[src/hdl/pftm_pkg.sv]
// Shared types and constants of the pulse frequency meter with trimmed-mean smoothing.
`timescale 1ns / 1ps
package pftm_pkg;

   // Field widths
   localparam int F_W     = 40;   // frequency, signed Q.8 Hz
   localparam int CNT_W   = 24;   // counter, timer and preset width
   localparam int COUNT_W = CNT_W + 2;   // signed pulse count

   // Reading decode
   localparam logic [CNT_W-1:0] PRESET_RESET = CNT_W'(10);
   localparam logic [CNT_W-1:0] TIMER_FULL   = {CNT_W{1'b1}};
   localparam logic [CNT_W-1:0] TICK_RATE_HZ = CNT_W'(10000000);
   localparam int Q8_SHIFT = 8;

   // Magnitude product |count| * tick rate
   localparam int PROD_W = (COUNT_W - 1) + CNT_W;

   // Divider: two quotient bits per cycle over an even-width dividend
   localparam int DIVIDEND_W = 2 * ((PROD_W + Q8_SHIFT + 1) / 2);
   localparam int DIV_STEPS  = DIVIDEND_W / 2;
   localparam int DIV_CNT_W  = $clog2(DIV_STEPS);

   // Smoothing window
   localparam int WINDOW_LENGTH = 8;
   localparam int PTR_W    = $clog2(WINDOW_LENGTH);
   localparam int SUM_W    = F_W + $clog2(WINDOW_LENGTH);
   localparam int TRIM_DIV = WINDOW_LENGTH - 2;

   // Queue between front and back
   localparam int QUEUE_DEPTH = 2;
   localparam int QPTR_W      = $clog2(QUEUE_DEPTH);
   localparam int QCNT_W      = $clog2(QUEUE_DEPTH + 1);

   // Saturation limits
   localparam logic signed [F_W-1:0] F_MAX = {1'b0, {(F_W-1){1'b1}}};
   localparam logic signed [F_W-1:0] F_MIN = {1'b1, {(F_W-1){1'b0}}};

   // One classified reading
   typedef struct packed {
      logic                      overflow;
      logic signed [COUNT_W-1:0] count;
      logic [CNT_W-1:0]          ticks;
   } job_type;

endpackage

[src/hdl/pftm_channels.sv]
// Channel interfaces for readings and results.
`timescale 1ns / 1ps
interface pftm_req_if;
   logic                          valid;
   logic                          ready;
   logic                          counter_expired;
   logic [pftm_pkg::CNT_W-1:0]    counter_remaining;
   logic [pftm_pkg::CNT_W-1:0]    timer_ticks;

   modport source (output valid, counter_expired, counter_remaining, timer_ticks,
                   input ready);
   modport sink (input valid, counter_expired, counter_remaining, timer_ticks,
                 output ready);
endinterface

interface pftm_rsp_if;
   logic                           valid;
   logic                           ready;
   logic signed [pftm_pkg::F_W-1:0] filtered_frequency;
   logic signed [pftm_pkg::F_W-1:0] raw_frequency;
   logic                           timer_overflow;

   modport source (output valid, filtered_frequency, raw_frequency, timer_overflow,
                   input ready);
   modport sink (input valid, filtered_frequency, raw_frequency, timer_overflow,
                 output ready);
endinterface

[src/hdl/pulse_frequency_trimmed_mean.sv]
// Top level of the pulse frequency meter with trimmed-mean smoothing.
//
//   channel   direction  handshake                 word
//   req_chan  in         valid/ready               counter_expired, counter_remaining, timer_ticks
//   rsp_chan  out        valid/ready               filtered_frequency, raw_frequency, timer_overflow
//   csr_*     in         write enable, no ready    pulse_preset (24 bit)
//
// In the back end a word passes fetch, multiply, the raw-frequency division, the ring write,
// the 8-entry scan, trim, the trimmed-mean division and output; fetch, multiply, trim and
// output each have a state of their own. Both divisions hold the shared two-bit-per-cycle
// divider from start to done. Zero timer ticks skip the first division.
// Reset is synchronous: preset goes to 10, the ring to zero, and all queues empty.
// The front takes up to three words ahead while the back is busy; a stalled result holds in
// the output register and blocks only the back.
`timescale 1ns / 1ps
module pulse_frequency_trimmed_mean (
   input  logic                        clock,
   input  logic                        reset,
   input  logic                        csr_write_enable,
   input  logic [pftm_pkg::CNT_W-1:0]  csr_write_data,
   pftm_req_if.sink                    req_chan,
   pftm_rsp_if.source                  rsp_chan
);

   logic               front_valid;
   pftm_pkg::job_type  front_job;
   logic               front_ready;
   logic               queue_valid;
   pftm_pkg::job_type  queue_job;
   logic               queue_pop;

   // Accept and decode readings
   pftm_front u_front (
      .clock            (clock),
      .reset            (reset),
      .csr_write_enable (csr_write_enable),
      .csr_write_data   (csr_write_data),
      .req              (req_chan),
      .out_valid        (front_valid),
      .out_job          (front_job),
      .out_ready        (front_ready)
   );

   // Buffer decoded words
   pftm_queue u_queue (
      .clock      (clock),
      .reset      (reset),
      .push_valid (front_valid),
      .push_job   (front_job),
      .push_ready (front_ready),
      .pop_valid  (queue_valid),
      .pop_job    (queue_job),
      .pop        (queue_pop)
   );

   // Compute frequency and smoothed result
   pftm_back u_back (
      .clock     (clock),
      .reset     (reset),
      .job_valid (queue_valid),
      .job       (queue_job),
      .job_pop   (queue_pop),
      .rsp       (rsp_chan)
   );

endmodule

[src/hdl/pftm_front.sv]
// Front end: preset register, reading acceptance and pulse-count decode.
`timescale 1ns / 1ps
module pftm_front (
   input  logic                        clock,
   input  logic                        reset,
   input  logic                        csr_write_enable,
   input  logic [pftm_pkg::CNT_W-1:0]  csr_write_data,
   pftm_req_if.sink                    req,
   output logic                        out_valid,
   output pftm_pkg::job_type           out_job,
   input  logic                        out_ready
);

   logic [pftm_pkg::CNT_W-1:0]         preset_ff;
   logic                               hold_valid_ff;
   logic                               hold_valid_in;
   pftm_pkg::job_type                  hold_job_ff;
   pftm_pkg::job_type                  job_in;
   logic signed [pftm_pkg::COUNT_W-1:0] preset_s;
   logic signed [pftm_pkg::COUNT_W-1:0] rem_s;
   logic signed [pftm_pkg::COUNT_W-1:0] one_s;
   logic                               accept;

   // Take a word whenever the holding stage is free or draining
   assign req.ready = !hold_valid_ff || out_ready;
   assign accept    = req.valid && req.ready;

   assign preset_s = $signed(pftm_pkg::COUNT_W'(preset_ff));
   assign rem_s    = $signed(pftm_pkg::COUNT_W'(req.counter_remaining));
   assign one_s    = $signed(pftm_pkg::COUNT_W'(1));

   // Decode pulse count: expired counter wins over a saturated timer
   always_comb begin
      job_in.ticks    = req.timer_ticks;
      job_in.overflow = 1'b0;
      if (req.counter_expired) begin
         job_in.count = preset_s - one_s;
      end else if (req.timer_ticks == pftm_pkg::TIMER_FULL) begin
         job_in.count    = -one_s;
         job_in.overflow = 1'b1;
      end else begin
         job_in.count = preset_s - rem_s - one_s;
      end
   end

   assign hold_valid_in = accept || (hold_valid_ff && !out_ready);

   // Hold preset and the decoded word
   always_ff @(posedge clock) begin
      if (reset) begin
         preset_ff     <= pftm_pkg::PRESET_RESET;
         hold_valid_ff <= 1'b0;
      end else begin
         if (csr_write_enable) begin
            preset_ff <= csr_write_data;
         end
         hold_valid_ff <= hold_valid_in;
      end
      if (accept) begin
         hold_job_ff <= job_in;
      end
   end

   assign out_valid = hold_valid_ff;
   assign out_job   = hold_job_ff;

endmodule

[src/hdl/pftm_queue.sv]
// Short queue of decoded words between front and back.
`timescale 1ns / 1ps
module pftm_queue (
   input  logic               clock,
   input  logic               reset,
   input  logic               push_valid,
   input  pftm_pkg::job_type  push_job,
   output logic               push_ready,
   output logic               pop_valid,
   output pftm_pkg::job_type  pop_job,
   input  logic               pop
);

   pftm_pkg::job_type           entry_ff [pftm_pkg::QUEUE_DEPTH];
   logic [pftm_pkg::QPTR_W-1:0] wr_ff;
   logic [pftm_pkg::QPTR_W-1:0] rd_ff;
   logic [pftm_pkg::QCNT_W-1:0] cnt_ff;
   logic [pftm_pkg::QPTR_W-1:0] wr_in;
   logic [pftm_pkg::QPTR_W-1:0] rd_in;
   logic [pftm_pkg::QCNT_W-1:0] cnt_in;
   logic                        do_push;
   logic                        do_pop;

   assign push_ready = cnt_ff != pftm_pkg::QCNT_W'(pftm_pkg::QUEUE_DEPTH);
   assign pop_valid  = cnt_ff != '0;
   assign pop_job    = entry_ff[rd_ff];
   assign do_push    = push_valid && push_ready;
   assign do_pop     = pop && pop_valid;

   // Advance pointers with wrap at the queue depth
   always_comb begin
      wr_in  = wr_ff;
      rd_in  = rd_ff;
      cnt_in = cnt_ff;
      if (do_push) begin
         wr_in = (wr_ff == pftm_pkg::QPTR_W'(pftm_pkg::QUEUE_DEPTH - 1)) ? '0 : wr_ff + 1'b1;
      end
      if (do_pop) begin
         rd_in = (rd_ff == pftm_pkg::QPTR_W'(pftm_pkg::QUEUE_DEPTH - 1)) ? '0 : rd_ff + 1'b1;
      end
      if (do_push && !do_pop) begin
         cnt_in = cnt_ff + 1'b1;
      end else if (do_pop && !do_push) begin
         cnt_in = cnt_ff - 1'b1;
      end
   end

   always_ff @(posedge clock) begin
      if (reset) begin
         wr_ff  <= '0;
         rd_ff  <= '0;
         cnt_ff <= '0;
      end else begin
         wr_ff  <= wr_in;
         rd_ff  <= rd_in;
         cnt_ff <= cnt_in;
      end
      if (do_push) begin
         entry_ff[wr_ff] <= push_job;
      end
   end

   // Fill level stays within the depth
   a_cnt_range: assert property (@(posedge clock) disable iff (reset)
      cnt_ff <= pftm_pkg::QCNT_W'(pftm_pkg::QUEUE_DEPTH))
      else $error("queue fill level beyond depth");

   // A lone push raises the fill level by one
   a_push_count: assert property (@(posedge clock) disable iff (reset)
      (do_push && !do_pop) |=> cnt_ff == $past(cnt_ff) + 1'b1)
      else $error("queue fill level did not follow push");

   // Pointers agree with the fill level when empty
   a_empty_ptrs: assert property (@(posedge clock) disable iff (reset)
      cnt_ff == '0 |-> wr_ff == rd_ff)
      else $error("queue pointers disagree on empty queue");

endmodule

[src/hdl/pftm_divider.sv]
// Unsigned restoring divider, two quotient bits per cycle.
`timescale 1ns / 1ps
module pftm_divider (
   input  logic                             clock,
   input  logic                             reset,
   input  logic                             start,
   input  logic [pftm_pkg::DIVIDEND_W-1:0]  dividend,
   input  logic [pftm_pkg::CNT_W-1:0]       divisor,
   output logic                             busy,
   output logic                             done,
   output logic [pftm_pkg::DIVIDEND_W-1:0]  quotient
);

   logic                               busy_ff;
   logic                               done_ff;
   logic [pftm_pkg::DIV_CNT_W-1:0]     step_ff;
   logic [pftm_pkg::CNT_W-1:0]         rem_ff;
   logic [pftm_pkg::CNT_W-1:0]         rem_in;
   logic [pftm_pkg::DIVIDEND_W-1:0]    quo_ff;
   logic [pftm_pkg::DIVIDEND_W-1:0]    quo_in;
   logic [pftm_pkg::CNT_W-1:0]         dsr_ff;
   logic [pftm_pkg::CNT_W:0]           trial;

   // Two shift-and-subtract steps; dividend bits shift out as quotient bits shift in
   always_comb begin
      rem_in = rem_ff;
      quo_in = quo_ff;
      trial  = '0;
      for (int k = 0; k < 2; k++) begin
         trial  = {rem_in, quo_in[pftm_pkg::DIVIDEND_W-1]};
         quo_in = {quo_in[pftm_pkg::DIVIDEND_W-2:0], 1'b0};
         if (trial >= {1'b0, dsr_ff}) begin
            rem_in    = pftm_pkg::CNT_W'(trial - {1'b0, dsr_ff});
            quo_in[0] = 1'b1;
         end else begin
            rem_in = trial[pftm_pkg::CNT_W-1:0];
         end
      end
   end

   always_ff @(posedge clock) begin
      if (reset) begin
         busy_ff <= 1'b0;
         done_ff <= 1'b0;
      end else begin
         done_ff <= 1'b0;
         if (start) begin
            busy_ff <= 1'b1;
         end else if (busy_ff && step_ff == '0) begin
            busy_ff <= 1'b0;
            done_ff <= 1'b1;
         end
      end
      if (start) begin
         step_ff <= pftm_pkg::DIV_CNT_W'(pftm_pkg::DIV_STEPS - 1);
         rem_ff  <= '0;
         quo_ff  <= dividend;
         dsr_ff  <= divisor;
      end else if (busy_ff) begin
         step_ff <= step_ff - 1'b1;
         rem_ff  <= rem_in;
         quo_ff  <= quo_in;
      end
   end

   assign busy     = busy_ff;
   assign done     = done_ff;
   assign quotient = quo_ff;

endmodule

[src/hdl/pftm_back.sv]
// Back end: frequency division, ring update, trimmed mean and result register.
`timescale 1ns / 1ps
module pftm_back (
   input  logic               clock,
   input  logic               reset,
   input  logic               job_valid,
   input  pftm_pkg::job_type  job,
   output logic               job_pop,
   pftm_rsp_if.source         rsp
);

   typedef enum logic [3:0] {
      ST_IDLE, ST_MUL, ST_RAW_GO, ST_RAW_WAIT, ST_RING,
      ST_SCAN, ST_TRIM, ST_MEAN_GO, ST_MEAN_WAIT, ST_OUT
   } state_type;

   state_type                              state_ff, state_in;
   pftm_pkg::job_type                      job_ff, job_in;
   logic [pftm_pkg::PROD_W-1:0]            prod_ff, prod_in;
   logic                                   neg_ff, neg_in;
   logic signed [pftm_pkg::F_W-1:0]        raw_ff, raw_in;
   logic signed [pftm_pkg::F_W-1:0]        ring_ff [pftm_pkg::WINDOW_LENGTH];
   logic                                   ring_we;
   logic [pftm_pkg::PTR_W-1:0]             wp_ff, wp_in;
   logic [pftm_pkg::PTR_W-1:0]             idx_ff, idx_in;
   logic signed [pftm_pkg::SUM_W-1:0]      sum_ff, sum_in;
   logic signed [pftm_pkg::F_W-1:0]        hi_ff, hi_in;
   logic signed [pftm_pkg::F_W-1:0]        lo_ff, lo_in;
   logic signed [pftm_pkg::SUM_W-1:0]      trim_ff, trim_in;
   logic signed [pftm_pkg::F_W-1:0]        filt_ff, filt_in;
   logic                                   rsp_valid_ff, rsp_valid_in;
   logic signed [pftm_pkg::F_W-1:0]        rsp_filt_ff, rsp_filt_in;
   logic signed [pftm_pkg::F_W-1:0]        rsp_raw_ff, rsp_raw_in;
   logic                                   rsp_ovf_ff, rsp_ovf_in;

   logic signed [pftm_pkg::COUNT_W-1:0]    count_abs;
   logic [pftm_pkg::COUNT_W-2:0]           count_mag;
   logic signed [pftm_pkg::F_W-1:0]        scan_val;
   logic signed [pftm_pkg::SUM_W-1:0]      trim_abs;
   logic                                   div_start;
   logic [pftm_pkg::DIVIDEND_W-1:0]        div_dividend;
   logic [pftm_pkg::CNT_W-1:0]             div_divisor;
   logic                                   div_busy;
   logic                                   div_done;
   logic [pftm_pkg::DIVIDEND_W-1:0]        div_quotient;

   // Clamp a sign and magnitude to the signed 40-bit range
   function automatic logic signed [pftm_pkg::F_W-1:0] sat40(
      input logic neg, input logic [pftm_pkg::DIVIDEND_W-1:0] mag);
      logic signed [pftm_pkg::F_W-1:0] res;
      if (!neg) begin
         res = (mag > pftm_pkg::DIVIDEND_W'(pftm_pkg::F_MAX)) ? pftm_pkg::F_MAX
                                                             : $signed(mag[pftm_pkg::F_W-1:0]);
      end else begin
         res = (mag > (pftm_pkg::DIVIDEND_W'(1) << (pftm_pkg::F_W - 1))) ? pftm_pkg::F_MIN
                                                             : -$signed(mag[pftm_pkg::F_W-1:0]);
      end
      return res;
   endfunction

   // Magnitude of the pulse count; the most negative count the decode gives still fits one bit narrower
   assign count_abs = job_ff.count[pftm_pkg::COUNT_W-1] ? -job_ff.count : job_ff.count;
   assign count_mag = count_abs[pftm_pkg::COUNT_W-2:0];
   assign scan_val  = ring_ff[idx_ff];
   assign trim_abs  = trim_ff[pftm_pkg::SUM_W-1] ? -trim_ff : trim_ff;

   // Shared divider: raw frequency first, then the trimmed mean
   assign div_start    = (state_ff == ST_RAW_GO) || (state_ff == ST_MEAN_GO);
   assign div_dividend = (state_ff == ST_RAW_GO)
                         ? pftm_pkg::DIVIDEND_W'({prod_ff, {pftm_pkg::Q8_SHIFT{1'b0}}})
                         : pftm_pkg::DIVIDEND_W'($unsigned(trim_abs));
   assign div_divisor  = (state_ff == ST_RAW_GO) ? job_ff.ticks
                                                 : pftm_pkg::CNT_W'(pftm_pkg::TRIM_DIV);

   pftm_divider u_divider (
      .clock    (clock),
      .reset    (reset),
      .start    (div_start),
      .dividend (div_dividend),
      .divisor  (div_divisor),
      .busy     (div_busy),
      .done     (div_done),
      .quotient (div_quotient)
   );

   // Sequence one word through multiply, divide, ring scan and mean
   always_comb begin
      state_in     = state_ff;
      job_in       = job_ff;
      prod_in      = prod_ff;
      neg_in       = neg_ff;
      raw_in       = raw_ff;
      ring_we      = 1'b0;
      wp_in        = wp_ff;
      idx_in       = idx_ff;
      sum_in       = sum_ff;
      hi_in        = hi_ff;
      lo_in        = lo_ff;
      trim_in      = trim_ff;
      filt_in      = filt_ff;
      rsp_valid_in = rsp_valid_ff && !rsp.ready;
      rsp_filt_in  = rsp_filt_ff;
      rsp_raw_in   = rsp_raw_ff;
      rsp_ovf_in   = rsp_ovf_ff;
      job_pop      = 1'b0;
      case (state_ff)
         ST_IDLE: begin
            if (job_valid) begin
               job_pop  = 1'b1;
               job_in   = job;
               state_in = ST_MUL;
            end
         end
         ST_MUL: begin
            prod_in = pftm_pkg::PROD_W'(count_mag) * pftm_pkg::PROD_W'(pftm_pkg::TICK_RATE_HZ);
            neg_in  = job_ff.count[pftm_pkg::COUNT_W-1];
            if (job_ff.ticks == '0) begin
               raw_in   = '0;
               state_in = ST_RING;
            end else begin
               state_in = ST_RAW_GO;
            end
         end
         ST_RAW_GO: begin
            state_in = ST_RAW_WAIT;
         end
         ST_RAW_WAIT: begin
            if (div_done) begin
               raw_in   = sat40(neg_ff, div_quotient);
               state_in = ST_RING;
            end
         end
         ST_RING: begin
            ring_we  = 1'b1;
            wp_in    = (wp_ff == pftm_pkg::PTR_W'(pftm_pkg::WINDOW_LENGTH - 1))
                       ? '0 : wp_ff + 1'b1;
            idx_in   = '0;
            state_in = ST_SCAN;
         end
         ST_SCAN: begin
            if (idx_ff == '0) begin
               sum_in = pftm_pkg::SUM_W'(scan_val);
               hi_in  = scan_val;
               lo_in  = scan_val;
            end else begin
               sum_in = sum_ff + pftm_pkg::SUM_W'(scan_val);
               hi_in  = (scan_val > hi_ff) ? scan_val : hi_ff;
               lo_in  = (scan_val < lo_ff) ? scan_val : lo_ff;
            end
            if (idx_ff == pftm_pkg::PTR_W'(pftm_pkg::WINDOW_LENGTH - 1)) begin
               state_in = ST_TRIM;
            end else begin
               idx_in = idx_ff + 1'b1;
            end
         end
         ST_TRIM: begin
            trim_in  = sum_ff - pftm_pkg::SUM_W'(hi_ff) - pftm_pkg::SUM_W'(lo_ff);
            state_in = ST_MEAN_GO;
         end
         ST_MEAN_GO: begin
            state_in = ST_MEAN_WAIT;
         end
         ST_MEAN_WAIT: begin
            if (div_done) begin
               filt_in  = sat40(trim_ff[pftm_pkg::SUM_W-1], div_quotient);
               state_in = ST_OUT;
            end
         end
         ST_OUT: begin
            if (!rsp_valid_ff || rsp.ready) begin
               rsp_valid_in = 1'b1;
               rsp_filt_in  = filt_ff;
               rsp_raw_in   = raw_ff;
               rsp_ovf_in   = job_ff.overflow;
               state_in     = ST_IDLE;
            end
         end
         default: begin
            state_in = ST_IDLE;
         end
      endcase
   end

   always_ff @(posedge clock) begin
      if (reset) begin
         state_ff     <= ST_IDLE;
         wp_ff        <= '0;
         rsp_valid_ff <= 1'b0;
         for (int i = 0; i < pftm_pkg::WINDOW_LENGTH; i++) begin
            ring_ff[i] <= '0;
         end
      end else begin
         state_ff     <= state_in;
         wp_ff        <= wp_in;
         rsp_valid_ff <= rsp_valid_in;
         if (ring_we) begin
            ring_ff[wp_ff] <= raw_ff;
         end
      end
      job_ff      <= job_in;
      prod_ff     <= prod_in;
      neg_ff      <= neg_in;
      raw_ff      <= raw_in;
      idx_ff      <= idx_in;
      sum_ff      <= sum_in;
      hi_ff       <= hi_in;
      lo_ff       <= lo_in;
      trim_ff     <= trim_in;
      filt_ff     <= filt_in;
      rsp_filt_ff <= rsp_filt_in;
      rsp_raw_ff  <= rsp_raw_in;
      rsp_ovf_ff  <= rsp_ovf_in;
   end

   assign rsp.valid              = rsp_valid_ff;
   assign rsp.filtered_frequency = rsp_filt_ff;
   assign rsp.raw_frequency      = rsp_raw_ff;
   assign rsp.timer_overflow     = rsp_ovf_ff;

   // Divider is only started when free
   a_div_free: assert property (@(posedge clock) disable iff (reset)
      div_start |-> !div_busy)
      else $error("divider started while busy");

   // Ring pointer stays inside the window
   a_wp_range: assert property (@(posedge clock) disable iff (reset)
      wp_ff <= pftm_pkg::PTR_W'(pftm_pkg::WINDOW_LENGTH - 1))
      else $error("ring pointer outside window");

   // A new result appears only out of the output state
   a_rsp_source: assert property (@(posedge clock) disable iff (reset)
      $rose(rsp_valid_ff) |-> $past(state_ff) == ST_OUT)
      else $error("result raised outside output state");

   // Divider results arrive only while the sequencer waits on them
   a_done_wait: assert property (@(posedge clock) disable iff (reset)
      div_done |-> (state_ff == ST_RAW_WAIT || state_ff == ST_MEAN_WAIT))
      else $error("divider finished with no one waiting");

endmodule
[src/flat_wrapper.sv]
// flat-port wrapper written by rule: the top's interface ports become plain ports
module pulse_frequency_trimmed_mean_flat 
  (clock, reset, csr_write_enable, csr_write_data, req_chan_valid, req_chan_counter_expired, req_chan_counter_remaining, req_chan_timer_ticks, req_chan_ready, rsp_chan_valid, rsp_chan_filtered_frequency, rsp_chan_raw_frequency, rsp_chan_timer_overflow, rsp_chan_ready);
  pftm_req_if req_chan_i ();
  pftm_rsp_if rsp_chan_i ();
  input  logic clock;
  input  logic reset;
  input  logic csr_write_enable;
  input  logic [pftm_pkg::CNT_W-1:0] csr_write_data;
  input wire logic [$bits(req_chan_i.valid)-1:0] req_chan_valid;
  input wire logic [$bits(req_chan_i.counter_expired)-1:0] req_chan_counter_expired;
  input wire logic [$bits(req_chan_i.counter_remaining)-1:0] req_chan_counter_remaining;
  input wire logic [$bits(req_chan_i.timer_ticks)-1:0] req_chan_timer_ticks;
  output wire logic [$bits(req_chan_i.ready)-1:0] req_chan_ready;
  output wire logic [$bits(rsp_chan_i.valid)-1:0] rsp_chan_valid;
  output wire logic [$bits(rsp_chan_i.filtered_frequency)-1:0] rsp_chan_filtered_frequency;
  output wire logic [$bits(rsp_chan_i.raw_frequency)-1:0] rsp_chan_raw_frequency;
  output wire logic [$bits(rsp_chan_i.timer_overflow)-1:0] rsp_chan_timer_overflow;
  input wire logic [$bits(rsp_chan_i.ready)-1:0] rsp_chan_ready;
  assign req_chan_i.valid = req_chan_valid;
  assign req_chan_i.counter_expired = req_chan_counter_expired;
  assign req_chan_i.counter_remaining = req_chan_counter_remaining;
  assign req_chan_i.timer_ticks = req_chan_timer_ticks;
  assign req_chan_ready = req_chan_i.ready;
  assign rsp_chan_valid = rsp_chan_i.valid;
  assign rsp_chan_filtered_frequency = rsp_chan_i.filtered_frequency;
  assign rsp_chan_raw_frequency = rsp_chan_i.raw_frequency;
  assign rsp_chan_timer_overflow = rsp_chan_i.timer_overflow;
  assign rsp_chan_i.ready = rsp_chan_ready;
  pulse_frequency_trimmed_mean u_core (.clock(clock), .reset(reset), .csr_write_enable(csr_write_enable), .csr_write_data(csr_write_data), .req_chan(req_chan_i), .rsp_chan(rsp_chan_i));
endmodule
[config.mk]
export PLATFORM = sky130hd
export DESIGN_NAME = pulse_frequency_trimmed_mean_flat
export DESIGN_NICKNAME = d
export VERILOG_FILES = /design/src/hdl/pftm_pkg.sv /design/src/hdl/pftm_channels.sv /design/src/hdl/pulse_frequency_trimmed_mean.sv /design/src/hdl/pftm_front.sv /design/src/hdl/pftm_queue.sv /design/src/hdl/pftm_divider.sv /design/src/hdl/pftm_back.sv /design/src/flat_wrapper.sv
export SDC_FILE = /design/constraint.sdc
export NUM_CORES = 2
export LEC_CHECK = 0
export BUFFER_PORTS_ARGS = -buffer_cell sky130_fd_sc_hd__buf_4
export CELL_PAD_IN_SITES_DETAIL_PLACEMENT = 0
export CELL_PAD_IN_SITES_GLOBAL_PLACEMENT = 1
export CORE_MARGIN = 4
export CORE_UTILIZATION = 54
export CTS_BUF_LIST = sky130_fd_sc_hd__clkbuf_4 sky130_fd_sc_hd__clkbuf_8
export DETAILED_ROUTE_END_ITERATION = 16
export PLACE_DENSITY_LB_ADDON = 0.1
export SLEW_MARGIN = 30
export SYNTH_ARGS = -nofsm -noshare
export SYNTH_HDL_FRONTEND = slang
export SYNTH_SLANG_ARGS = --single-unit
[constraint.sdc]
create_clock -name clock -period 8.5 [get_ports clock]
set_input_delay 0 -clock clock [delete_from_list [all_inputs] [get_ports clock]]
set_output_delay 0 -clock clock [all_outputs]
set_load 0.05 [all_outputs]
==> qor.csv <==
metric,value,unit
clock_path_buffers,3,
fin_crit_sh,94.89,%
synthTopCellsByCount,"979 x edfxtp_1, 461 x inv_1, 452 x ha_1",
die_area,0.1204,mm^2
tightest_slew,0.9679,ns
synth_cells,5287,
synth_seq_cells,1050,
wl,166.4,mm
arrival,8.63,ns
grt_antenna_before_repair,3,
routabilityCongestion,0.8922,
grt_pass1_wl,254.4,mm
drt_iter0_markers,3611,
finalMaxSlewViolations,0,
final_nets,6357,
wl_per_cell,22.74,um
grt_max_degree,75,
die_x,347.0,um
clock_sinks,1050,
synth_top_area_share,47.36,%
path_depth,32,
drc,0,
outcome,"complete, no violations",
ys_seq_area_share,49.65,%
drive_above_1_share,13.42,%
grt.overflow.total,0,
grt_pass1_vias,42900,
floorplan.initialDensity,54.36,%
r2r_end,u_core.u_back.prod_ff[48],
fp.dieH,347.0,um
synthAdderAreaFrac,14.53,%
maxSlewHeadroom,34.63,%
reg2reg_from,u_core.u_back.job_ff[25],
netlist_area,0.06207,mm^2
clk_pin_slew,0.06,ns
synth_simple_gate_area_share,11.52,%
syn-num-nets,5985,
start_kind,register,
antenna_left,0,
slowest_delay,0.54,ns
synth_area_leaders,"edfxtp_1 47%, ha_1 9.1%, fa_1 5.4%, and2_1 3.6%, mux4_2 2.9%",
hp-start,req_chan_counter_remaining[2],
rows,124,
via_per_inst,5.805,
setup_violations,0,
yosys.area.top_type,edfxtp_1,
cts_buffers,176,
core,0.1142,mm^2
synth-compound-area-share,10.57,%
tns,0,ns
clock_skew,0.05051,ns
rsz0062_at_grt,false,
cp-end-kind,register,
hold_viol_final,0,
whs_endpoint,u_core.u_front.out_job[26],
synth_top_family_by_area,adder cells,
cpMostUsedCell,inv_1,
holdCritPathClass,in2reg,
path_max_fanout,6,
dpl.hpwl,114.8,mm
period_minus_slack,8.066,ns
syn2layout_area_growth,13.47,%
io_pins,161,
rrSetupSlack,0.43,ns
min_path_cells,7,
cpMaxStageDelayCell,fa_1,
worst-setup-path-type,reg2reg,
num_vias,42480,
critPathBufInv,6,
yosys_warnings,0,
fmax,124.0,MHz
synth_mux_area_share,5.630,%
crit_required,9.07,ns
synth_xor_area_share,4.092,%
reg2regPathDepth,32,
synthArstFlopShare,0,%
synth.most_common_cell,edfxtp_1,
cts_tree,yes,
numPortBuffers,160,
ys.flop_type,edfxtp_1,
synth_edf_count,979,
dr.pass1.iters,6,
clock_latency,0.86,ns
maxCapViolations,0,
avgSynthCellArea,11.74,um^2
ys_types,78,
ctsHtreeMaxLevel,4,
track_usage,27.46,%
critical-path-top-delay-family,adder cells,
cts_root_buf,clkbuf_8,
[timing repair]
action | in CTS | in global routing
gates resized for setup | 0 | 12
hold endpoints to repair | 137 | 0
buffers inserted | 0 | 0
hold buffers | 163 | 0
setup endpoints to repair | 0 | 2
[registers in the layout, summed over array words and instances, names as in the netlist, 42 cells and up, named ones only]
register                          cells
u_core.u_queue.entry_ff             102
u_core.u_back.prod_ff                42
u_core.u_back.ring_ff               320
u_core.u_back.sum_ff                 43
u_core.u_back.job_ff                 51
u_core.u_back.u_divider.quotient     58
u_core.u_front.out_job               51
u_core.u_back.trim_ff                43
[logic make-up after synthesis]
group	Yosys count
compound gates	1050
xor+xnor	290
fa+ha+maj	620
buf+inv	663
flops	1050
mux	236
simple gates	1378
[layout by cell type, fill, tap and decap left out, types with 27 or more instances in the layout]
cell type        n
mux2i_1         50
nor2_1         299
clkbuf_4        45
nor2b_1         35
clkinv_1        49
nand2b_1        50
fa_1           168
inv_1          458
or3_1           39
dlygate4sd3_1  163
nand3_1         44
a21oi_1        302
xnor2_1        185
xor2_1         103
o31ai_1         33
and2_1         351
a211oi_1        35
a21o_1         112
nor3_1          86
nand4_1         41
o21ai_0        271
edfxtp_1       979
a31oi_1         27
clkbuf_8       184
ha_1           451
nor4_1          36
buf_4          231
mux4_2          80
and3_1          41
nand2_1        258
o21bai_1        27
mux2_2         105
a221oi_1        30
dfxtp_1         67
[worst max-delay path by stage]
stage                                   from                   endpoint
floorplan           u_core.u_back.job_ff[24]  u_core.u_back.prod_ff[48]
global placement    u_core.u_back.job_ff[25]  u_core.u_back.prod_ff[47]
detailed placement  u_core.u_back.job_ff[25]  u_core.u_back.prod_ff[47]
CTS                 u_core.u_back.job_ff[25]  u_core.u_back.prod_ff[47]
global route        u_core.u_back.job_ff[25]  u_core.u_back.prod_ff[48]
finish              u_core.u_back.job_ff[25]  u_core.u_back.prod_ff[48]
[per-stage QoR]
step                      utilization, %  instance area, um^2  hold slack (ns)  cells  setup WS (ns)
final                              61.68                70430           0.1042   7318         0.4341
after global routing               61.68                70430           0.1078   7317       0.001740
after CTS                          61.61                70350         0.001788   7316         0.2404
after detailed placement           57.07                65170           0.1888   6830         0.2612
after global placement             57.06                65160           0.1899   6830         0.3608
after floorplan                        -                62070          0.09887   5287         0.6008
[cell type report]
cell class / count / area [um^2]
Timing Repair Buffer: 394 / 3366
Antenna cell: 2 / 5.005
Clock inverter: 94 / 680.7
Fill cell: 9184 / 43760
Multi-Input combinational cell: 3574 / 29050
Sequential cell: 1050 / 30830
Tap cell: 1512 / 1892
Clock buffer: 229 / 2870
Inverter: 463 / 1738
[worst register-to-register path: cells and delay by family, from the launching register on]
family / cells / cell delay [ns]
fa+ha+maj: 8 / 3.15
simple gates: 8 / 1.94
compound gates: 8 / 1.57
buf+inv: 6 / 0.46
flops: 1 / 0.39
xor+xnor: 2 / 0.28
[per-layer routing]
| metal | track usage (%) | up-vias | wire [um] |
|---|---|---|---|
| met3 | 5.809 | 211 | 13370 |
| met4 | 7.056 | 4 | 3624 |
| li1 | - | 19960 | - |
| met5 | 0.7064 | - | 134 |
| met2 | 42.76 | 1377 | 75930 |
| met1 | 39.51 | 20930 | 73320 |
Power is left out: the tool's default activity adds up to more than one toggle a clock period on the data nets, which glitch-free logic cannot reach.
